### config.mk
export PLATFORM = sky130hd
export DESIGN_NAME = bus_device_slot_table_flat
export DESIGN_NICKNAME = d
export VERILOG_FILES = /design/src/rtl/bdst_pkg.sv /design/src/rtl/bdst_if.sv /design/src/rtl/bus_device_slot_table.sv /design/src/rtl/bdst_slot_mem.sv /design/src/rtl/bdst_match.sv /design/src/rtl/bdst_send_chk.sv /design/src/flat_wrapper.sv
export SDC_FILE = /design/constraint.sdc
export NUM_CORES = 1
export LEC_CHECK = 0
export ABC_AREA = 0
export ABC_CLOCK_PERIOD_IN_PS = 13600
export BUFFER_PORTS_ARGS = -buffer_cell sky130_fd_sc_hd__buf_2
export CAP_MARGIN = 0
export CELL_PAD_IN_SITES_DETAIL_PLACEMENT = 1
export CELL_PAD_IN_SITES_GLOBAL_PLACEMENT = 1
export CORE_ASPECT_RATIO = 0.6
export CORE_MARGIN = 1
export CORE_UTILIZATION = 40
export CTS_BUF_LIST = sky130_fd_sc_hd__clkbuf_8
export DETAILED_ROUTE_END_ITERATION = 10
export PLACE_DENSITY_LB_ADDON = 0.15
export SYNTH_ARGS = -nofsm -noshare
export SYNTH_HDL_FRONTEND = slang
export SYNTH_SLANG_ARGS = --single-unit
### constraint.sdc
create_clock -name clk -period 13.6 [get_ports clk]
set_clock_uncertainty 0.1 [all_clocks]
set_input_delay 3.4 -clock clk [delete_from_list [all_inputs] [get_ports clk]]
set_output_delay 3.4 -clock clk [all_outputs]
set_load 0.03 [all_outputs]
### src/rtl/bdst_pkg.sv
package bdst_pkg;

    // Default table depth
    localparam int NUM_SLOTS_DEF = 16;

    // Configuration port
    localparam int CFG_IDX_W  = 1;
    localparam int CFG_DATA_W = 8;
    localparam logic [CFG_IDX_W-1:0] CFG_CTRL_CHANNEL = 1'b0;
    localparam logic [CFG_IDX_W-1:0] CFG_LINKED_MASK  = 1'b1;
    localparam logic [7:0]           LINKED_MASK_RST  = 8'h01;

    // Operations
    localparam logic [1:0] OP_INBOUND    = 2'd0;
    localparam logic [1:0] OP_SEND       = 2'd1;
    localparam logic [1:0] OP_APPROVE    = 2'd2;
    localparam logic [1:0] OP_DISCONNECT = 2'd3;

    // Inbound message kinds
    localparam logic [2:0] KIND_LONG_ID     = 3'd0;
    localparam logic [2:0] KIND_PASSTHROUGH = 3'd1;
    localparam logic [2:0] KIND_DISCONNECT  = 3'd2;
    localparam logic [2:0] KIND_LINK_ACK    = 3'd3;

    // Minor codes
    localparam logic [7:0] MINOR_UNAVAIL  = 8'hFF;
    localparam logic [7:0] MINOR_ACCEPTED = 8'h00;

    // Result codes
    localparam logic [2:0] RC_OK     = 3'd0;
    localparam logic [2:0] RC_RANGE  = 3'd1;
    localparam logic [2:0] RC_ABSENT = 3'd2;
    localparam logic [2:0] RC_ADDR   = 3'd3;
    localparam logic [2:0] RC_CHAN   = 3'd4;
    localparam logic [2:0] RC_FULL   = 3'd5;
    localparam logic [2:0] RC_KIND   = 3'd6;

    // Channel window for outbound messages
    localparam logic [5:0] CHAN_MIN = 6'd1;
    localparam logic [5:0] CHAN_MAX = 6'd32;

    // Link states
    localparam logic [1:0] LS_ABSENT = 2'd0;
    localparam logic [1:0] LS_NEW    = 2'd1;
    localparam logic [1:0] LS_ACK    = 2'd2;
    localparam logic [1:0] LS_READY  = 2'd3;

    // One slot of the table
    typedef struct packed {
        logic [1:0] link;
        logic [7:0] bus_addr;
        logic [5:0] channel;
        logic [7:0] status;
    } slot_entry_t;

    // Scan compare outcome
    typedef struct packed {
        logic hit;
        logic absent;
    } match_t;

    // Outbound check outcome
    typedef struct packed {
        logic [2:0] rc;
        logic [7:0] bus_addr;
        logic [5:0] channel;
    } send_chk_t;

    // One result beat
    typedef struct packed {
        logic [2:0] result_code;
        logic [3:0] slot_out;
        logic [7:0] bus_addr_out;
        logic [5:0] channel_out;
        logic       forward;
        logic [7:0] slot_status_out;
    } result_t;

endpackage

### src/rtl/bdst_if.sv
// Request channel
interface bdst_req_if;
    logic       valid;
    logic       ready;
    logic [1:0] op;
    logic [7:0] bus_addr;
    logic [5:0] channel;
    logic [2:0] msg_kind;
    logic [7:0] minor_code;
    logic [7:0] status_in;
    logic [4:0] dev_slot;
    logic       approve;

    modport source (
        output valid, op, bus_addr, channel, msg_kind, minor_code, status_in,
               dev_slot, approve,
        input  ready
    );
    modport sink (
        input  valid, op, bus_addr, channel, msg_kind, minor_code, status_in,
               dev_slot, approve,
        output ready
    );
endinterface

// Response channel
interface bdst_rsp_if;
    logic       valid;
    logic       ready;
    logic [2:0] result_code;
    logic [3:0] slot_out;
    logic [7:0] bus_addr_out;
    logic [5:0] channel_out;
    logic       forward;
    logic [7:0] slot_status_out;

    modport source (
        output valid, result_code, slot_out, bus_addr_out, channel_out, forward,
               slot_status_out,
        input  ready
    );
    modport sink (
        input  valid, result_code, slot_out, bus_addr_out, channel_out, forward,
               slot_status_out,
        output ready
    );
endinterface

### src/rtl/bus_device_slot_table.sv
// Channel  Dir  Beat
// req      in   op, bus_addr, channel, msg_kind, minor_code, status_in, dev_slot, approve
// rsp      out  result_code, slot_out, bus_addr_out, channel_out, forward, slot_status_out
// wr_*     in   configuration write: wr_en, wr_index, wr_data
//
// One request at a time. An inbound message to a nonzero bus address scans slots
// 1..NUM_SLOTS-1 through the single table read port, one slot a cycle, and stops
// at the first match, else takes the first absent slot or reports the table full.
// Other requests run read, execute, result; an out-of-range slot goes straight to result.
// Reset empties the table at once through per-slot written flags; no clearing pass.
// req.ready is low while a request is at work; a stalled result holds the block
// before it returns to idle.
module bus_device_slot_table #(
    parameter int NUM_SLOTS = bdst_pkg::NUM_SLOTS_DEF
) (
    input  logic                           clk,
    input  logic                           rst_n,
    bdst_req_if.sink                       req,
    bdst_rsp_if.source                     rsp,
    input  logic                           wr_en,
    input  logic [bdst_pkg::CFG_IDX_W-1:0] wr_index,
    input  logic [bdst_pkg::CFG_DATA_W-1:0] wr_data
);

    localparam int IW = $clog2(NUM_SLOTS);
    localparam int SW = $clog2(NUM_SLOTS + 1);

    typedef enum logic [4:0] {
        S_IDLE = 5'b00001,
        S_SCAN = 5'b00010,
        S_READ = 5'b00100,
        S_EXEC = 5'b01000,
        S_DONE = 5'b10000
    } state_t;

    state_t state_reg, state_next;

    // Latched request
    logic [1:0] op_reg;
    logic [7:0] baddr_reg;
    logic [5:0] chan_reg;
    logic [2:0] kind_reg;
    logic [7:0] minor_reg;
    logic [7:0] stin_reg;
    logic [4:0] ds_reg;
    logic       appr_reg;

    // Sequencer state
    logic [IW-1:0] cur_idx_reg, cur_idx_next;
    logic          alloc_reg, alloc_next;
    logic [SW-1:0] scan_reg, scan_next;
    logic          chk_vld_reg, chk_vld_next;
    logic [IW-1:0] chk_idx_reg, chk_idx_next;
    logic          free_vld_reg, free_vld_next;
    logic [IW-1:0] free_idx_reg, free_idx_next;

    // Result and output registers
    bdst_pkg::result_t res_reg, res_next;
    logic              res_ld;
    bdst_pkg::result_t out_reg;
    logic              out_vld_reg;

    // Configuration registers
    logic [5:0] ctrl_chan_reg;
    logic [7:0] mask_reg;

    // Table port
    logic                  mem_wr_en;
    bdst_pkg::slot_entry_t mem_wr_data;
    logic [IW-1:0]         mem_rd_addr;
    bdst_pkg::slot_entry_t mem_rd_data;

    bdst_pkg::match_t      match;
    bdst_pkg::slot_entry_t ent;
    bdst_pkg::slot_entry_t ent_chk;
    bdst_pkg::slot_entry_t ent_new;
    bdst_pkg::send_chk_t   send;

    logic          accept;
    logic          out_free;
    logic          ds_in_range;
    logic [IW+4:0] ds_ext;
    logic [IW+3:0] slot_ext;
    logic [IW+4:0] req_ds_ext;

    assign accept   = req.valid && req.ready;
    assign out_free = !out_vld_reg || rsp.ready;
    assign req.ready = (state_reg == S_IDLE);

    assign ds_in_range = (32'(req.dev_slot) < NUM_SLOTS);
    assign req_ds_ext  = {{IW{1'b0}}, req.dev_slot};
    assign ds_ext      = {{IW{1'b0}}, ds_reg};
    assign slot_ext    = {4'b0, cur_idx_reg};

    // Configuration writes
    always_ff @(posedge clk or negedge rst_n)
    begin
        if (!rst_n)
        begin
            ctrl_chan_reg <= 6'd0;
            mask_reg      <= bdst_pkg::LINKED_MASK_RST;
        end
        else if (wr_en)
        begin
            case (wr_index)
                bdst_pkg::CFG_CTRL_CHANNEL: ctrl_chan_reg <= wr_data[5:0];
                bdst_pkg::CFG_LINKED_MASK:  mask_reg      <= wr_data[7:0];
                default: ;
            endcase
        end
    end

    // Request capture
    always_ff @(posedge clk)
    begin
        if (accept)
        begin
            op_reg    <= req.op;
            baddr_reg <= req.bus_addr;
            chan_reg  <= req.channel;
            kind_reg  <= req.msg_kind;
            minor_reg <= req.minor_code;
            stin_reg  <= req.status_in;
            ds_reg    <= req.dev_slot;
            appr_reg  <= req.approve;
        end
        if (res_ld)
        begin
            res_reg <= res_next;
        end
        if ((state_reg == S_DONE) && out_free)
        begin
            out_reg <= res_reg;
        end
    end

    // Table and scan compare unit
    assign mem_rd_addr = (state_reg == S_SCAN) ? scan_reg[IW-1:0] : cur_idx_reg;

    bdst_slot_mem #(
        .NUM_SLOTS (NUM_SLOTS),
        .IW        (IW)
    ) u_mem (
        .clk     (clk),
        .rst_n   (rst_n),
        .wr_en   (mem_wr_en),
        .wr_addr (cur_idx_reg),
        .wr_data (mem_wr_data),
        .rd_addr (mem_rd_addr),
        .rd_data (mem_rd_data)
    );

    bdst_match u_match (
        .entry    (mem_rd_data),
        .bus_addr (baddr_reg),
        .channel  (chan_reg),
        .result   (match)
    );

    // Entry under execution: a fresh allocation or the slot just read
    always_comb
    begin
        if (alloc_reg)
        begin
            ent.link     = bdst_pkg::LS_NEW;
            ent.bus_addr = baddr_reg;
            ent.channel  = chan_reg;
            ent.status   = 8'd0;
        end
        else
        begin
            ent = mem_rd_data;
        end
        ent_chk = ent;
        if (op_reg == bdst_pkg::OP_DISCONNECT)
        begin
            ent_chk.link = bdst_pkg::LS_ABSENT;
        end
    end

    bdst_send_chk u_send (
        .slot_zero    (cur_idx_reg == '0),
        .entry        (ent_chk),
        .ctrl_channel (ctrl_chan_reg),
        .result       (send)
    );

    // Sequencer
    always_comb
    begin
        state_next    = state_reg;
        cur_idx_next  = cur_idx_reg;
        alloc_next    = alloc_reg;
        scan_next     = scan_reg;
        chk_vld_next  = 1'b0;
        chk_idx_next  = chk_idx_reg;
        free_vld_next = free_vld_reg;
        free_idx_next = free_idx_reg;
        res_next      = '0;
        res_ld        = 1'b0;
        mem_wr_en     = 1'b0;
        mem_wr_data   = ent;
        ent_new       = ent;

        case (state_reg)
            S_IDLE:
            begin
                if (accept)
                begin
                    alloc_next    = 1'b0;
                    free_vld_next = 1'b0;
                    scan_next     = SW'(1);
                    if (req.op == bdst_pkg::OP_INBOUND)
                    begin
                        if (req.bus_addr == 8'd0)
                        begin
                            cur_idx_next = '0;
                            state_next   = S_READ;
                        end
                        else
                        begin
                            state_next = S_SCAN;
                        end
                    end
                    else if (ds_in_range)
                    begin
                        cur_idx_next = req_ds_ext[IW-1:0];
                        state_next   = S_READ;
                    end
                    else
                    begin
                        res_next.result_code = bdst_pkg::RC_RANGE;
                        res_next.slot_out    = req.dev_slot[3:0];
                        res_ld               = 1'b1;
                        state_next           = S_DONE;
                    end
                end
            end

            S_SCAN:
            begin
                // Issue the next slot read
                if (scan_reg < SW'(NUM_SLOTS))
                begin
                    chk_vld_next = 1'b1;
                    chk_idx_next = scan_reg[IW-1:0];
                    scan_next    = scan_reg + SW'(1);
                end
                // Check the slot read in the cycle before
                if (chk_vld_reg)
                begin
                    if (match.hit)
                    begin
                        cur_idx_next = chk_idx_reg;
                        chk_vld_next = 1'b0;
                        state_next   = S_READ;
                    end
                    else
                    begin
                        if (match.absent && !free_vld_reg)
                        begin
                            free_vld_next = 1'b1;
                            free_idx_next = chk_idx_reg;
                        end
                        if (chk_idx_reg == IW'(NUM_SLOTS - 1))
                        begin
                            if (free_vld_reg)
                            begin
                                cur_idx_next = free_idx_reg;
                                alloc_next   = 1'b1;
                                state_next   = S_EXEC;
                            end
                            else if (match.absent)
                            begin
                                cur_idx_next = chk_idx_reg;
                                alloc_next   = 1'b1;
                                state_next   = S_EXEC;
                            end
                            else
                            begin
                                res_next.result_code = bdst_pkg::RC_FULL;
                                res_ld               = 1'b1;
                                state_next           = S_DONE;
                            end
                        end
                    end
                end
            end

            S_READ:
            begin
                state_next = S_EXEC;
            end

            S_EXEC:
            begin
                res_ld     = 1'b1;
                state_next = S_DONE;
                if (op_reg == bdst_pkg::OP_INBOUND)
                begin
                    res_next.result_code = bdst_pkg::RC_OK;
                    res_next.forward     = 1'b1;
                    res_next.slot_out    = slot_ext[3:0];
                    case (kind_reg)
                        bdst_pkg::KIND_LONG_ID:
                        begin
                            if (minor_reg != bdst_pkg::MINOR_UNAVAIL)
                            begin
                                ent_new.status = stin_reg;
                            end
                        end
                        bdst_pkg::KIND_PASSTHROUGH: ;
                        bdst_pkg::KIND_DISCONNECT:
                        begin
                            ent_new.link = bdst_pkg::LS_ABSENT;
                        end
                        bdst_pkg::KIND_LINK_ACK:
                        begin
                            if (minor_reg == bdst_pkg::MINOR_ACCEPTED)
                            begin
                                ent_new.link   = bdst_pkg::LS_READY;
                                ent_new.status = ent.status | mask_reg;
                            end
                            else
                            begin
                                ent_new.link = bdst_pkg::LS_ABSENT;
                            end
                        end
                        default:
                        begin
                            res_next.result_code = bdst_pkg::RC_KIND;
                            res_next.forward     = 1'b0;
                        end
                    endcase
                    res_next.slot_status_out = ent_new.status;
                    mem_wr_en                = 1'b1;
                    mem_wr_data              = ent_new;
                end
                else
                begin
                    res_next.result_code     = send.rc;
                    res_next.slot_out        = ds_ext[3:0];
                    res_next.bus_addr_out    = send.bus_addr;
                    res_next.channel_out     = send.channel;
                    res_next.forward         = (send.rc == bdst_pkg::RC_OK);
                    res_next.slot_status_out = ent.status;
                    if (op_reg == bdst_pkg::OP_DISCONNECT)
                    begin
                        mem_wr_en   = 1'b1;
                        mem_wr_data = ent_chk;
                    end
                    else if ((op_reg == bdst_pkg::OP_APPROVE)
                             && (send.rc == bdst_pkg::RC_OK))
                    begin
                        ent_new.link = (appr_reg && (cur_idx_reg != '0))
                                       ? bdst_pkg::LS_ACK : bdst_pkg::LS_ABSENT;
                        mem_wr_en    = 1'b1;
                        mem_wr_data  = ent_new;
                    end
                end
            end

            S_DONE:
            begin
                if (out_free)
                begin
                    state_next = S_IDLE;
                end
            end

            default:
            begin
                state_next = S_IDLE;
            end
        endcase
    end

    // Control registers
    always_ff @(posedge clk or negedge rst_n)
    begin
        if (!rst_n)
        begin
            state_reg    <= S_IDLE;
            cur_idx_reg  <= '0;
            alloc_reg    <= 1'b0;
            scan_reg     <= '0;
            chk_vld_reg  <= 1'b0;
            chk_idx_reg  <= '0;
            free_vld_reg <= 1'b0;
            free_idx_reg <= '0;
            out_vld_reg  <= 1'b0;
        end
        else
        begin
            state_reg    <= state_next;
            cur_idx_reg  <= cur_idx_next;
            alloc_reg    <= alloc_next;
            scan_reg     <= scan_next;
            chk_vld_reg  <= chk_vld_next;
            chk_idx_reg  <= chk_idx_next;
            free_vld_reg <= free_vld_next;
            free_idx_reg <= free_idx_next;
            if ((state_reg == S_DONE) && out_free)
            begin
                out_vld_reg <= 1'b1;
            end
            else if (rsp.ready)
            begin
                out_vld_reg <= 1'b0;
            end
        end
    end

    // Response beat
    assign rsp.valid           = out_vld_reg;
    assign rsp.result_code     = out_reg.result_code;
    assign rsp.slot_out        = out_reg.slot_out;
    assign rsp.bus_addr_out    = out_reg.bus_addr_out;
    assign rsp.channel_out     = out_reg.channel_out;
    assign rsp.forward         = out_reg.forward;
    assign rsp.slot_status_out = out_reg.slot_status_out;

    // A new result appears only from the result state
    a_rsp_from_done: assert property (@(posedge clk) disable iff (!rst_n)
        $rose(rsp.valid) |-> $past(state_reg == S_DONE))
        else $error("response raised outside result state");

    // Forwarded beats always carry success
    a_fwd_ok: assert property (@(posedge clk) disable iff (!rst_n)
        (rsp.valid && rsp.forward) |-> (rsp.result_code == bdst_pkg::RC_OK))
        else $error("forward set on a failed beat");

    // A full table reports no slot and no status
    a_full_clean: assert property (@(posedge clk) disable iff (!rst_n)
        (rsp.valid && (rsp.result_code == bdst_pkg::RC_FULL))
        |-> (!rsp.forward && (rsp.slot_out == 4'd0) && (rsp.slot_status_out == 8'd0)))
        else $error("table full beat carries data");

    // The scan never checks the controller slot
    a_scan_skips_zero: assert property (@(posedge clk) disable iff (!rst_n)
        (chk_vld_reg && (state_reg == S_SCAN)) |-> (chk_idx_reg != '0))
        else $error("scan reached slot zero");

    // Table writes happen only while executing
    a_wr_exec: assert property (@(posedge clk) disable iff (!rst_n)
        mem_wr_en |=> (state_reg == S_DONE))
        else $error("table write outside execute");

endmodule

### src/rtl/bdst_slot_mem.sv
module bdst_slot_mem #(
    parameter int NUM_SLOTS = bdst_pkg::NUM_SLOTS_DEF,
    parameter int IW        = $clog2(NUM_SLOTS)
) (
    input  logic                  clk,
    input  logic                  rst_n,
    input  logic                  wr_en,
    input  logic [IW-1:0]         wr_addr,
    input  bdst_pkg::slot_entry_t wr_data,
    input  logic [IW-1:0]         rd_addr,
    output bdst_pkg::slot_entry_t rd_data
);

    bdst_pkg::slot_entry_t mem [NUM_SLOTS];
    logic [NUM_SLOTS-1:0]  written_reg;
    bdst_pkg::slot_entry_t rd_data_reg;
    logic                  rd_written_reg;

    // Storage, no reset
    always_ff @(posedge clk)
    begin
        if (wr_en)
        begin
            mem[wr_addr] <= wr_data;
        end
        rd_data_reg <= mem[rd_addr];
    end

    // Written flags: a never-written slot reads as absent with zero contents
    always_ff @(posedge clk or negedge rst_n)
    begin
        if (!rst_n)
        begin
            written_reg    <= '0;
            rd_written_reg <= 1'b0;
        end
        else
        begin
            if (wr_en)
            begin
                written_reg[wr_addr] <= 1'b1;
            end
            rd_written_reg <= written_reg[rd_addr];
        end
    end

    assign rd_data = rd_written_reg ? rd_data_reg : '0;

endmodule

### src/rtl/bdst_match.sv
module bdst_match (
    input  bdst_pkg::slot_entry_t entry,
    input  logic [7:0]            bus_addr,
    input  logic [5:0]            channel,
    output bdst_pkg::match_t      result
);

    // Compare one stored slot against the inbound key
    always_comb
    begin
        result.absent = (entry.link == bdst_pkg::LS_ABSENT);
        result.hit    = !result.absent && (entry.bus_addr == bus_addr)
                        && (entry.channel == channel);
    end

endmodule

### src/rtl/bdst_send_chk.sv
module bdst_send_chk (
    input  logic                  slot_zero,
    input  bdst_pkg::slot_entry_t entry,
    input  logic [5:0]            ctrl_channel,
    output bdst_pkg::send_chk_t   result
);

    logic [7:0] addr;
    logic [5:0] chan;
    logic [2:0] rc;

    // Map a slot to its bus address and channel, rejecting bad ones
    always_comb
    begin
        rc   = bdst_pkg::RC_OK;
        addr = entry.bus_addr;
        chan = entry.channel;
        if (slot_zero)
        begin
            addr = 8'd0;
            chan = ctrl_channel;
        end
        else if (entry.link == bdst_pkg::LS_ABSENT)
        begin
            rc = bdst_pkg::RC_ABSENT;
        end
        else if ((entry.bus_addr == 8'd0) || entry.bus_addr[0])
        begin
            rc = bdst_pkg::RC_ADDR;
        end
        if ((rc == bdst_pkg::RC_OK)
            && !(chan inside {[bdst_pkg::CHAN_MIN:bdst_pkg::CHAN_MAX]}))
        begin
            rc = bdst_pkg::RC_CHAN;
        end
        result.rc       = rc;
        result.bus_addr = (rc == bdst_pkg::RC_OK) ? addr : 8'd0;
        result.channel  = (rc == bdst_pkg::RC_OK) ? chan : 6'd0;
    end

endmodule

### src/flat_wrapper.sv
// flat-port wrapper written by rule: the top's interface ports become plain ports
module bus_device_slot_table_flat 
#(
    parameter int NUM_SLOTS = bdst_pkg::NUM_SLOTS_DEF
)
  (clk, rst_n, wr_en, wr_index, wr_data, req_valid, req_op, req_bus_addr, req_channel, req_msg_kind, req_minor_code, req_status_in, req_dev_slot, req_approve, req_ready, rsp_valid, rsp_result_code, rsp_slot_out, rsp_bus_addr_out, rsp_channel_out, rsp_forward, rsp_slot_status_out, rsp_ready);
  bdst_req_if req_i ();
  bdst_rsp_if rsp_i ();
  input  logic clk;
  input  logic rst_n;
  input  logic wr_en;
  input  logic [bdst_pkg::CFG_IDX_W-1:0] wr_index;
  input  logic [bdst_pkg::CFG_DATA_W-1:0] wr_data;
  input wire logic [$bits(req_i.valid)-1:0] req_valid;
  input wire logic [$bits(req_i.op)-1:0] req_op;
  input wire logic [$bits(req_i.bus_addr)-1:0] req_bus_addr;
  input wire logic [$bits(req_i.channel)-1:0] req_channel;
  input wire logic [$bits(req_i.msg_kind)-1:0] req_msg_kind;
  input wire logic [$bits(req_i.minor_code)-1:0] req_minor_code;
  input wire logic [$bits(req_i.status_in)-1:0] req_status_in;
  input wire logic [$bits(req_i.dev_slot)-1:0] req_dev_slot;
  input wire logic [$bits(req_i.approve)-1:0] req_approve;
  output wire logic [$bits(req_i.ready)-1:0] req_ready;
  output wire logic [$bits(rsp_i.valid)-1:0] rsp_valid;
  output wire logic [$bits(rsp_i.result_code)-1:0] rsp_result_code;
  output wire logic [$bits(rsp_i.slot_out)-1:0] rsp_slot_out;
  output wire logic [$bits(rsp_i.bus_addr_out)-1:0] rsp_bus_addr_out;
  output wire logic [$bits(rsp_i.channel_out)-1:0] rsp_channel_out;
  output wire logic [$bits(rsp_i.forward)-1:0] rsp_forward;
  output wire logic [$bits(rsp_i.slot_status_out)-1:0] rsp_slot_status_out;
  input wire logic [$bits(rsp_i.ready)-1:0] rsp_ready;
  assign req_i.valid = req_valid;
  assign req_i.op = req_op;
  assign req_i.bus_addr = req_bus_addr;
  assign req_i.channel = req_channel;
  assign req_i.msg_kind = req_msg_kind;
  assign req_i.minor_code = req_minor_code;
  assign req_i.status_in = req_status_in;
  assign req_i.dev_slot = req_dev_slot;
  assign req_i.approve = req_approve;
  assign req_ready = req_i.ready;
  assign rsp_valid = rsp_i.valid;
  assign rsp_result_code = rsp_i.result_code;
  assign rsp_slot_out = rsp_i.slot_out;
  assign rsp_bus_addr_out = rsp_i.bus_addr_out;
  assign rsp_channel_out = rsp_i.channel_out;
  assign rsp_forward = rsp_i.forward;
  assign rsp_slot_status_out = rsp_i.slot_status_out;
  assign rsp_i.ready = rsp_ready;
  bus_device_slot_table #(.NUM_SLOTS(NUM_SLOTS)) u_core (.clk(clk), .rst_n(rst_n), .req(req_i), .rsp(rsp_i), .wr_en(wr_en), .wr_index(wr_index), .wr_data(wr_data));
endmodule
== After elaboration in Yosys (flattened, before gate mapping) ==
Memories as Yosys holds them, arrays and structs flattened. A register that Yosys moved wholly into a read port is not among the register bits.
Cells that the tools add are included.

* Memories kept: 1
* Bits in writable memories: 384
* Bits in registers: 157
* Output and inout port bits: 32

{| class="wikitable"
|+ Memories
! memory !! depth !! width !! read ports !! clocked after Yosys merged registers in !! write ports !! RTL line !! RTL
|-
| u_core.u_mem.mem || 16 || 24 || 1 || 1 || 1 || bdst_slot_mem.sv:14 || <nowiki>bdst_pkg::slot_entry_t mem [NUM_SLOTS];</nowiki>
|}

* $lt $le $gt $ge: 7
* Bitwise gates (word level): 6
* $add $sub $neg: 1
* Reductions and logical operators: 42
* Equal/unequal tests: 26
* Muxes and demuxes: 93

{| class="wikitable"
|+ Operators with widths
! operator !! number
|-
| $mux W24 || 6
|-
| $mux W5 || 12
|-
| $mux W4 || 10
|-
| $mux W1 || 32
|-
| $pmux W5 S5 || 1
|-
| $logic_not A8 Y1 || 3
|-
| $mux W3 || 8
|-
| $mux W7 || 3
|-
| $mux W8 || 2
|-
| $or A16 B16 Y16 || 1
|-
| $pmux W4 S2 || 2
|-
| $pmux W8 S2 || 1
|-
| $mux W2 || 6
|-
| $logic_and A1 B1 Y1 || 10
|-
| $lt A4 B5 Y1 const B || 2
|-
| $lt A5 B5 Y1 const B || 2
|-
| $ne A2 B2 Y1 const B || 5
|-
| $pmux W5 S2 || 1
|-
| $logic_not A3 Y1 || 3
|-
| $mux W9 || 1
|-
| $pmux W3 S3 || 1
|-
| $eq A8 B8 Y1 || 1
|-
| $logic_not A2 Y1 || 4
|-
| $ne A8 B8 Y1 const B || 1
|-
| 40 further kinds || 57
|}

== Logic depth before layout (Yosys ltp) ==
Gate-level depths: netlist of run 1.

* Word-level depth: 18
* Gate-level depth with buffers: 10

== By module ==
From an unflattened synthesis of run 1, not the netlist that was laid out.

* Cell total of the unflattened synthesis: 1196
* Area total of the unflattened synthesis: 22150.0 µm²

{| class="wikitable"
|+ By module, submodules not included
! module !! sequential area each (µm²) !! area an instance (µm²) !! instances !! cells an instance
|-
| bdst_slot_mem || 12436.9 || 15736.3 || 1 || 702
|-
| bus_device_slot_table || 4006.3 || 5883.1 || 1 || 434
|-
| bdst_send_chk || 0.0 || 366.6 || 1 || 40
|-
| bdst_match || 0.0 || 163.9 || 1 || 20
|}

== Least setup slack after synthesis of run 1 ==
Ideal clock, no wire load.

* Path type: input to register
* Start point: in req_valid
* End point: reg u_core.res_reg[0] in the netlist's numbering, enable pin
* Required time: 12.957 ns
* Arrival time: 5.623 ns
* Stages on the path: 4
* Path slack: 7.334 ns
* Cell sequence: nand2_1 -> clkinv_1 -> nand3_1 -> nand3_1

* Longest elaborated chain between the ends: 3

{| class="wikitable"
|+ RTL lines
! element !! RTL line !! RTL
|-
| start, declared || flat_wrapper.sv:14 || <nowiki>input wire logic [$bits(req_i.valid)-1:0] req_valid;</nowiki>
|-
| $logic_and A1 B1 Y1 || bus_device_slot_table.sv:86 || <nowiki>assign accept = req.valid && req.ready;</nowiki>
|-
| via u_core.accept || bus_device_slot_table.sv:79 || <nowiki>logic accept;</nowiki>
|-
| $mux W1 || bus_device_slot_table.sv:208 || <nowiki>if (accept)</nowiki>
|-
| $pmux W1 S3 || bus_device_slot_table.sv:205 || <nowiki>case (state_reg)</nowiki>
|-
| via u_core.res_ld || bus_device_slot_table.sv:59 || <nowiki>logic res_ld;</nowiki>
|-
| end signal, assigned || bus_device_slot_table.sv:129 || <nowiki>res_reg <= res_next;</nowiki>
|-
| end, declared || bus_device_slot_table.sv:58 || <nowiki>bdst_pkg::result_t res_reg, res_next;</nowiki>
|}

The timed path passes the listed nets, and every way through them passes these cells.
A chain may end at the register's enable or synchronous reset.

== Worst setup path after layout of run 1 ==
* Start point: reg u_core.state_reg[3]
* End point: out req_ready

* Longest elaborated chain between the ends: 1

{| class="wikitable"
|+ RTL lines
! element !! RTL line !! RTL
|-
| start, declared || bus_device_slot_table.sv:36 || <nowiki>state_t state_reg, state_next;</nowiki>
|-
| start signal, assigned || bus_device_slot_table.sv:395 || <nowiki>state_reg <= state_next;</nowiki>
|-
| $eq A5 B1 Y1 || bus_device_slot_table.sv:88 || <nowiki>assign req.ready = (state_reg == S_IDLE);</nowiki>
|-
| end, declared || flat_wrapper.sv:23 || <nowiki>output wire logic [$bits(req_i.ready)-1:0] req_ready;</nowiki>
|}

Every way passes these cells.

==> metrics.cfg, run 1 <==
[clocking]
clock_sinks = 565
ctsHoldBuffers = 0
cts_setup_buffers = 0
clock_path_buffers = 3
cts_buffers = 82
htreeDepth = 3
post_cts_resized = 0
cts_root_buf = clkbuf_8
clock_latency_ns = 0.66
cts_tree = done
clkTransAtPathRegs_ns = 0.07

[power]
p_leak_nw = 8.99
vdd_drop_max_uv = 105
p_per_area_nw_per_um2 = 194

[placement]
placedCellCount = 2214
place_congestion = 0.835
io_buffers = 86
dpl_worst_slack_ns = 8.08
dpl.hpwl_mm = 37.7

[route]
drtIter0Drc = 1202
viasPerCell = 5.75
drc = 0
post_drt_wl_per_cell_um = 26.7
wirelength_mm = 63.2
firstDrtPassIters = 4
vias = 13600
detail-route-antenna-nets = 0

[layout]
drive_above_1_share = 0.228
final_nets = 1596
syn2layout_area_growth_pct = 13.5
post-route-util = 0.459
instances_no_fill = 2367
largest_reg_flops = 384
diodes = 0

[grt]
grt-ovfl-total = 0
antenna_found_initial = 1
grt_use_total = 0.220
grt_pass1_wl_mm = 91.5
first_global_vias = 13700
grt_max_degree = 58

[die]
pin_count = 87
die_y_um = 186
dieArea_um2 = 57500
die_width_um = 309
core_area_um2 = 55800
row_count = 67
start_util = 0.405

[logic_synthesis]
synth_top_cell_by_area = edfxtp_1
synth_most_common_cell = edfxtp_1
synth-main-ff-cell = edfxtp_1
syn_area_um2 = 22600
synth-edff-count = 484
synthCells = 1406
synth.avg_cell_area_um2 = 16.1
ys_seq_area_frac = 0.727
synth-xor-area-share = 0.00349
synth-simple-area-share = 0.0815
synthAdderAreaFrac = 0.000553
yosysWarnings = 0
synth_mux_area_frac = 0.0763
ys_top_cells_by_area = edfxtp_1 64%, dfrtp_1 6.1%, mux4_2 5.0%, nand2_1 2.6%, dfxtp_1 2.1%
async_reset_ff_frac = 0.101
synth_compound_area_frac = 0.0906
yosysTopAreaCellShare = 0.643
ys_ff_latch = 565
ys_types = 76
synth_top_family_by_area = compound AO/OA/AOI/OAI gates
syn_nets = 1462
yosys-top-cells-count = 484 x edfxtp_1, 158 x nand2_1, 55 x dfrtp_1

[worst_setup_path]
cp_slowest_cell = dfrtp_1
crit_path_max_incr_delay_ns = 0.45
cpLargestDelayFamily = simple AND/OR/NAND/NOR gates
crit_buf_inv = 2
crit_chain = or3_4 -> or3_1 -> inv_1 -> buf_2
crit_type = reg2out
worstSetupStartpointType = flip-flop
critical_path.max_fanout = 7
endpoint_kind = primary output
arrival_ns = 2.22
cp.required_ns = 10.10

[timing]
finalHoldViolations = 0
final_max_slew_viol_count = 0
max_clock_freq_mhz = 175
period_needed_ns = 5.72
slew_headroom = 0.125
whs_ns = 0.322
rsz0062_at_grt = false
fin_tns_setup_ns = 0
setup_violations = 0
worst_pin_slew_ns = 1.31
fin_ws_ns = 7.88
period_share = 0.421

[min_path]
hold_path_class = reg2reg

[status]
status = completed

[job]
max-cap-violations = 0

## metrics by stage
stage / total power (W) / area, µm²
3_5_place_dp: 0.00367 / 24000
6_report: 0.00497 / 25600
3_3_place_gp: 0.00363 / 24000
5_1_grt: 0.00518 / 25600
4_1_cts: 0.00500 / 25600
2_1_floorplan: 0.00319 / 22600
## where the power goes
part           total (W)  switching [W]  internal (W)
Clock            0.00133       0.000660      0.000672
Sequential       0.00228       0.000150       0.00213
Combinational    0.00135       0.000877      0.000478
Total            0.00497        0.00169       0.00328
## layout by cell type, fill, tap and decap left out, drive strengths merged, types with 9 or more instances in the layout
| cell type | netlist | layout |
|---|---|---|
| edfxtp | 484 | 484 |
| nand2 | 158 | 158 |
| buf | 27 | 127 |
| clkbuf | 50 | 94 |
| dfrtp | 55 | 55 |
| and3 | 50 | 50 |
| mux4 | 50 | 50 |
| inv | 10 | 50 |
| nor2 | 41 | 41 |
| o21ai | 35 | 35 |
| mux2i | 34 | 34 |
| a211oi | 31 | 31 |
| a32o | 29 | 29 |
| a21oi | 28 | 28 |
| nor3 | 28 | 28 |
| o41ai | 27 | 27 |
| a22oi | 26 | 26 |
| dfxtp | 24 | 24 |
| mux2 | 23 | 23 |
| nor2b | 17 | 17 |
| clkinv | 2 | 15 |
| a22o | 13 | 13 |
| nand3 | 13 | 13 |
| a31o | 12 | 12 |
| nor4 | 10 | 10 |
| nand4 | 9 | 9 |
| and2 | 9 | 9 |
## area by class of cell
class	count	area [µm²]
inverters	12	45.0
repair buffers	127	742
clock buffers	94	1290
flip-flops and latches	565	16400
fillers	5491	30200
well taps	759	950
clock inverters	58	302
multi-input cells	752	5870
## worst reg2reg max path, stage by stage (launching register included)
cell and delay, ns:
dfrtp_1 0.62, nor2_1 0.63, nand3_1 0.47, nand2_1 0.29, o21bai_1 0.25, o21a_1 0.58, nor4_2 0.82, buf_4 0.49
## per-layer routing
metal	track usage	vias to the layer above	part of all wire
met5	0	-	0
met4	0.0489	0	0.015
met3	0.0427	86	0.062
met2	0.317	449	0.43
met1	0.343	7192	0.49
li1	-	5887	-
## cell families (layout without fill, tap and decap cells)
family	after synthesis	count (layout)
adder cells (fa/ha/maj)	1	1
AND/OR/NAND/NOR	372	372
flip-flops	565	565
multiplexers	107	107
AO/OA/AOI/OAI	262	262
other	1	1
buffers and inverters	89	291
XOR/XNOR	9	9
## path summary, 6_finish.rpt
path,from,end,slack [ns],depth (start not counted)
min in group asynchronous,rst_n,u_core.scan_reg[3],2.79,2
setup / recovery,u_core.state_reg[3],req_ready,7.88,4
setup reg to reg,u_core.cur_idx_reg[2],u_core.u_mem.mem[6][7],8.99,7
hold / removal,u_core.res_reg[1],u_core.rsp.slot_status_out[1],0.32,0
max in group asynchronous,rst_n,u_core.mask_reg[7],9.98,2
hold reg to reg,u_core.res_reg[1],u_core.rsp.slot_status_out[1],0.32,0
(Power assumes the default switching activity.)
==> inputs of run 2 (changes only) <==
--- a/config.mk
+++ b/config.mk
@@ -5,8 +5,8 @@
 export SDC_FILE = /design/constraint.sdc
 export NUM_CORES = 1
 export LEC_CHECK = 0
-export ABC_AREA = 0
-export ABC_CLOCK_PERIOD_IN_PS = 13600
+export ABC_AREA = 1
+export ABC_CLOCK_PERIOD_IN_PS = 5000
 export BUFFER_PORTS_ARGS = -buffer_cell sky130_fd_sc_hd__buf_2
 export CAP_MARGIN = 0
 export CELL_PAD_IN_SITES_DETAIL_PLACEMENT = 1
==> constraint.sdc (replaced) <==
create_clock -name clk -period 5 [get_ports clk]
set_clock_uncertainty 0.1 [all_clocks]
set_input_delay 1.25 -clock clk [delete_from_list [all_inputs] [get_ports clk]]
set_output_delay 1.25 -clock clk [all_outputs]
set_load 0.03 [all_outputs]
==> run 2 against run 1 <==
Synthesized cell count grew 27%. Largest cell class unchanged. Via count grew 8.9%. Sequential power grew to 2.8 times the previous value. Sequential share of layout area grew 0.38 points. Worst hold slack lost 0.0040 ns. Highest routed layer unchanged.
==> metrics.cfg, run 2 <==
[grt]
grt-ovfl-total = 0
grt_pass1_wl_mm = 96.8
busiest_layer = met1
grt_use_total = 0.228
first_global_vias = 14900
antenna_found_initial = 1
met2_usage = 0.324
grt_use_met1 = 0.354
use_met3 = 0.0467
grt_max_degree = 201

[die]
die_y_um = 186
start_util = 0.411
dieArea_um2 = 57400
die_width_um = 309
pin_count = 87
core_area_um2 = 54900
row_count = 66

[layout]
final_nets = 1952
syn2layout_area_growth_pct = 13.0
drive_above_1_share = 0.149
largest_reg_flops = 384
layout_commonest_cell = edfxtp_1
layout_common_cells = 484 x edfxtp_1, 252 x nor2_1, 242 x o21ai_0, 196 x nand2_1, 119 x inv_1
diodes = 0
design_area_um2 = 25500

[logic_synthesis]
syn_area_um2 = 22600
synth.avg_cell_area_um2 = 12.6
ys_seq_area_frac = 0.729
syn_nets = 1841
synth_most_common_cell = edfxtp_1
ys_ff_latch = 565
yosysWarnings = 0
yosysTopAreaCellShare = 0.644
async_reset_ff_frac = 0.101
ys_types = 47
synth-edff-count = 484
yosys-top-cells-count = 484 x edfxtp_1, 267 x nor2_1, 242 x o21ai_0
synthCells = 1785
synth_top_cell_by_area = edfxtp_1
ys_top_cells_by_area = edfxtp_1 64%, dfrtp_1 6.1%, o21ai_0 5.4%, nor2_1 4.4%, nand2_1 3.3%
synth-main-ff-cell = edfxtp_1

[route]
drc = 0
post_drt_wl_per_cell_um = 23.9
detail-route-antenna-nets = 0
firstDrtPassIters = 5
drtIter0Drc = 1450
viasPerCell = 5.47
wirelength_mm = 64.9
vias = 14800

[worst_setup_path]
crit_buf_inv = 2
worstReg2RegStart = u_core.alloc_reg
cpLargestDelayFamily = simple AND/OR/NAND/NOR gates
crit_path_max_incr_delay_ns = 0.93
cp_slowest_cell = dfrtp_1
crit_type = reg2reg
critPathMostFrequentCell = nand2_1
crit_chain = inv_1 -> nand3_1 -> nand3_1 -> o21ai_0 -> nand2_1 -> o21bai_2 -> nand4_1 -> nand2_1 -> nand2_2 -> inv_2 -> nand2_1 -> nor2_4
critical_path.startpoint = u_core.alloc_reg
cp.required_ns = 5.17
endpoint_kind = flip-flop
arrival_ns = 4.05
critical_path.max_fanout = 25
worstSetupStartpointType = flip-flop

[clocking]
clock_latency_ns = 0.67
cts_root_buf = clkbuf_8
clock_path_buffers = 3
ctsHoldBuffers = 0
clock_sinks = 565
htreeDepth = 3
cts_setup_buffers = 0
cts_tree = done
post_cts_resized = 0
clkTransAtPathRegs_ns = 0.06
cts_buffers = 85

[timing]
setup_violations = 0
fin_tns_setup_ns = 0
period_needed_ns = 3.88
final_max_slew_viol_count = 0
period_share = 0.776
finalHoldViolations = 0
max_clock_freq_mhz = 258
worst_pin_slew_ns = 1.15
slew_headroom = 0.234
rsz0062_at_grt = false

[power]
vdd_drop_max_uv = 477
p_per_area_nw_per_um2 = 587
p_leak_nw = 9.18

[placement]
io_buffers = 86
dpl_cell_area_um2 = 24000
dpl.hpwl_mm = 41.1
place_congestion = 0.857

[min_path]
hp-start = u_core.res_reg[22]
hold_path_class = reg2reg

[status]
status = completed

[job]
max-cap-violations = 0

-- run 2: worst reg2reg max path: cells and delay by family, from the launching register on --
kind | cells | cell delay, ns
flops | 1 | 0.93
compound gates | 2 | 0.29
buf+inv | 2 | 0.49
simple gates | 8 | 1.68
-- run 2: power breakdown --
| part | leakage [nW] | total [W] | internal [W] | switching [W] |
|---|---|---|---|---|
| sequential | 5.40 | 0.00647 | 0.00617 | 0.000298 |
| combinational | 2.87 | 0.00501 | 0.00123 | 0.00378 |
| clock | 0.917 | 0.00350 | 0.00169 | 0.00180 |
-- run 2: kinds of logic (layout without fill, tap and decap cells) --
| group | count (synthesis) | in the layout | synth area share |
|---|---|---|---|
| adder cells (fa/ha/maj) | 1 | 1 | 0.000555 |
| XOR/XNOR | 7 | 7 | 0.00272 |
| flip-flops | 565 | 565 | 0.729 |
| multiplexers | 2 | 2 | 0.000998 |
| AND/OR/NAND/NOR | 591 | 591 | 0.111 |
| AO/OA/AOI/OAI | 436 | 436 | 0.122 |
| buffers and inverters | 182 | 359 | 0.0336 |
| other | 1 | 1 | 0.000166 |
-- run 2: through the flow --
stage	total power, W	hold slack, ns	utilization	setup slack [ns]	instances
2_1_floorplan	0.00950	0.300	-	0.916	1785
4_1_cts	0.0151	0.312	0.464	1.17	2710
3_5_place_dp	0.0116	0.305	0.437	1.18	2557
6_report	0.0150	0.318	0.464	1.12	2710
3_3_place_gp	0.0114	0.301	0.437	1.28	2557
5_1_grt	0.0158	0.324	0.464	0.821	2710
-- run 2: final timing paths --
| check | endpoint | slack (ns) | cells after the start |
|---|---|---|---|
| max in group asynchronous | u_core.u_mem.written_reg[4] | 3.44 | 2 |
| worst min-delay path | u_core.rsp.bus_addr_out[7] | 0.32 | 0 |
| worst max register to register | u_core.u_mem.mem[1][1] | 1.12 | 12 |
| worst min register to register | u_core.rsp.bus_addr_out[7] | 0.32 | 0 |
| worst max-delay path | u_core.u_mem.mem[1][1] | 1.12 | 12 |
| min in group asynchronous | u_core.mask_reg[3] | 0.37 | 1 |
-- run 2: cell type report --
type                            instances  area [µm²]
Timing Repair Buffer                  118         733
Tap cell                              748         936
Clock buffer                           92        1270
Clock inverter                         61         254
Sequential cell                       565       16400
Fill cell                            5754       29400
Inverter                               88         333
Multi-Input combinational cell       1038        5530
-- run 2: routing by layer --
| metal | wire, µm | part of all wire |
|---|---|---|
| met4 | 925 | 0.014 |
| met3 | 3480 | 0.054 |
| met1 | 32900 | 0.51 |
| met5 | 0 | 0 |
| met2 | 27600 | 0.43 |
==> inputs of run 3 (changes only) <==
--- a/config.mk
+++ b/config.mk
@@ -6,7 +6,7 @@
 export NUM_CORES = 1
 export LEC_CHECK = 0
 export ABC_AREA = 1
-export ABC_CLOCK_PERIOD_IN_PS = 5000
+export ABC_CLOCK_PERIOD_IN_PS = 4000
 export BUFFER_PORTS_ARGS = -buffer_cell sky130_fd_sc_hd__buf_2
 export CAP_MARGIN = 0
 export CELL_PAD_IN_SITES_DETAIL_PLACEMENT = 1
==> constraint.sdc (replaced) <==
create_clock -name clk -period 4 [get_ports clk]
set_clock_uncertainty 0.1 [all_clocks]
set_input_delay 1 -clock clk [delete_from_list [all_inputs] [get_ports clk]]
set_output_delay 1 -clock clk [all_outputs]
set_load 0.03 [all_outputs]
==> run 3 against run 2 <==
Register-to-register slack got worse by 0.84 ns. Core utilization rose by 0.63 points. Largest cell class unchanged. Sequential share of layout area fell by 0.86 points. Final cell count rose by 0.74%. Largest power group unchanged. Final area rose by 1.4%. Combinational power rose by 29%. Clock-buffer cell count fell by 1. Highest routed layer unchanged. Die area did not move. Via count rose by 0.37%. Critical path type unchanged.
==> metrics.cfg, run 3 (synthesis gave the netlist of run 2 again) <==
[status]
status = completed

[timing]
finalHoldViolations = 0
rsz0062_at_grt = false
period_share = 0.930
setup_violations = 0
period_needed_ns = 3.72
final_max_slew_viol_count = 0
max_clock_freq_mhz = 269
slew_headroom = 0.279
fin_tns_setup_ns = 0
whs_ns = 0.316
worst_pin_slew_ns = 1.07

[layout]
instances_no_fill = 2730
layout_common_cells = 484 x edfxtp_1, 252 x nor2_1, 242 x o21ai_0, 196 x nand2_1, 107 x inv_1
diodes = 0
final_nets = 1971
largest_reg_flops = 384
drive_above_1_share = 0.162
syn2layout_area_growth_pct = 14.6
layout_commonest_cell = edfxtp_1

[placement]
io_buffers = 86
placedCellCount = 2577
dpl.hpwl_mm = 42.7
place_congestion = 0.853

[worst_setup_path]
rr_worst_depth = 11
cp.required_ns = 4.19
cp_slowest_cell = dfrtp_1
endpoint_kind = flip-flop
crit_type = reg2reg
crit_path_max_incr_delay_ns = 0.79
arrival_ns = 3.91
critical_path.max_fanout = 30
worstSetupStartpointType = flip-flop
crit_chain = o21ai_1 -> inv_1 -> o21ai_1 -> nor2_1 -> nand4_1 -> nor2_1 -> nand2_2 -> nand2_1 -> nand2_1 -> nor2_4 -> buf_4

[clocking]
htreeDepth = 3
ctsHoldBuffers = 0
cts_setup_buffers = 0
cts_tree = done
clkTransAtPathRegs_ns = 0.07
clock_sinks = 565
cts_buffers = 84
post_cts_resized = 0
clock_path_buffers = 3
cts_root_buf = clkbuf_8
clock_latency_ns = 0.67

[die]
start_util = 0.411
core_area_um2 = 54900
die_y_um = 186
die_width_um = 309
row_count = 66
pin_count = 87
dieArea_um2 = 57400

[grt]
first_global_vias = 15300
grt-ovfl-total = 0
grt_max_degree = 101
grt_use_total = 0.234
antenna_found_initial = 1
grt_pass1_wl_mm = 98.9

[power]
swShare = 0.393
p_int_w = 0.0116
p_leak_nw = 9.33
p_sw_w = 0.00752
combinationalPowerShare = 0.337
vdd_drop_max_uv = 522
clock_power_share = 0.240
p_per_area_nw_per_um2 = 741
p_seq_frac = 0.423

[route]
drtIter0Drc = 1439
firstDrtPassIters = 5
wirelength_mm = 66.2
vias = 14900
met1Wirelength_mm = 33.5
drc = 0
route.met3.wl_mm = 4.03
post_drt_wl_per_cell_um = 24.3
viasPerCell = 5.45
dr_wl_met2_mm = 27.6
highest_layer = met4
detail-route-antenna-nets = 0

[min_path]
holdPathStages = 0
hold_path_class = reg2reg

[job]
max-cap-violations = 0

-- run 3: per-stage QoR --
stage          utilization  worst slack (ns)  total power (W)  instance area, µm²
2_1_floorplan            -           -0.0836           0.0119               22600
6_report             0.471             0.279           0.0191               25800
5_1_grt              0.471            0.0265           0.0201               25800
3_5_place_dp         0.442             0.460           0.0147               24200
4_1_cts              0.471             0.434           0.0193               25800
3_3_place_gp         0.442             0.499           0.0145               24200
-- run 3: cell type report --
type | instances | area (µm²)
tap | 748 | 936
inverter | 88 | 333
clock inverter | 62 | 343
multi-input combinational | 1038 | 5540
sequential | 565 | 16400
fill | 5730 | 29100
clock buffer | 91 | 1250
timing repair buffer | 138 | 996
-- run 3: worst paths after layout --
kind,slack (ns),start,endpoint
worst max-delay path,0.28,u_core.u_mem.rd_written_reg,u_core.res_reg[20]
worst min-delay path,0.32,u_core.res_reg[23],u_core.rsp.slot_out[0]
worst max register to register,0.28,u_core.u_mem.rd_written_reg,u_core.res_reg[20]
worst min register to register,0.32,u_core.res_reg[23],u_core.rsp.slot_out[0]
max in group asynchronous,2.86,rst_n,u_core.chk_idx_reg[1]
min in group asynchronous,0.38,rst_n,u_core.mask_reg[6]
-- run 3: metal layers --
metal / vias up / track usage
met1: 7599 / 0.364
met4: 0 / 0.0589
met2: 406 / 0.327
li1: 6787 / -
met5: - / 0
met3: 87 / 0.0501
-- run 3: power by group through the flow --
stage / sequential [W] / clock, W / combinational, W
floorplan: 0.00809 / 0 / 0.00378
detailed placement: 0.00822 / 0 / 0.00644
global placement: 0.00820 / 0 / 0.00631
finish: 0.00810 / 0.00459 / 0.00644
CTS: 0.00810 / 0.00469 / 0.00647
global route: 0.00816 / 0.00491 / 0.00705
-- run 3: worst max-delay path: cells and delay by family (launching register included) --
kind / cells / cell delay [ns]
and+or+nand+nor: 7 / 1.15
buffers and inverters: 2 / 0.65
AOI/OAI and AO/OA: 2 / 0.59
DFF: 1 / 0.79
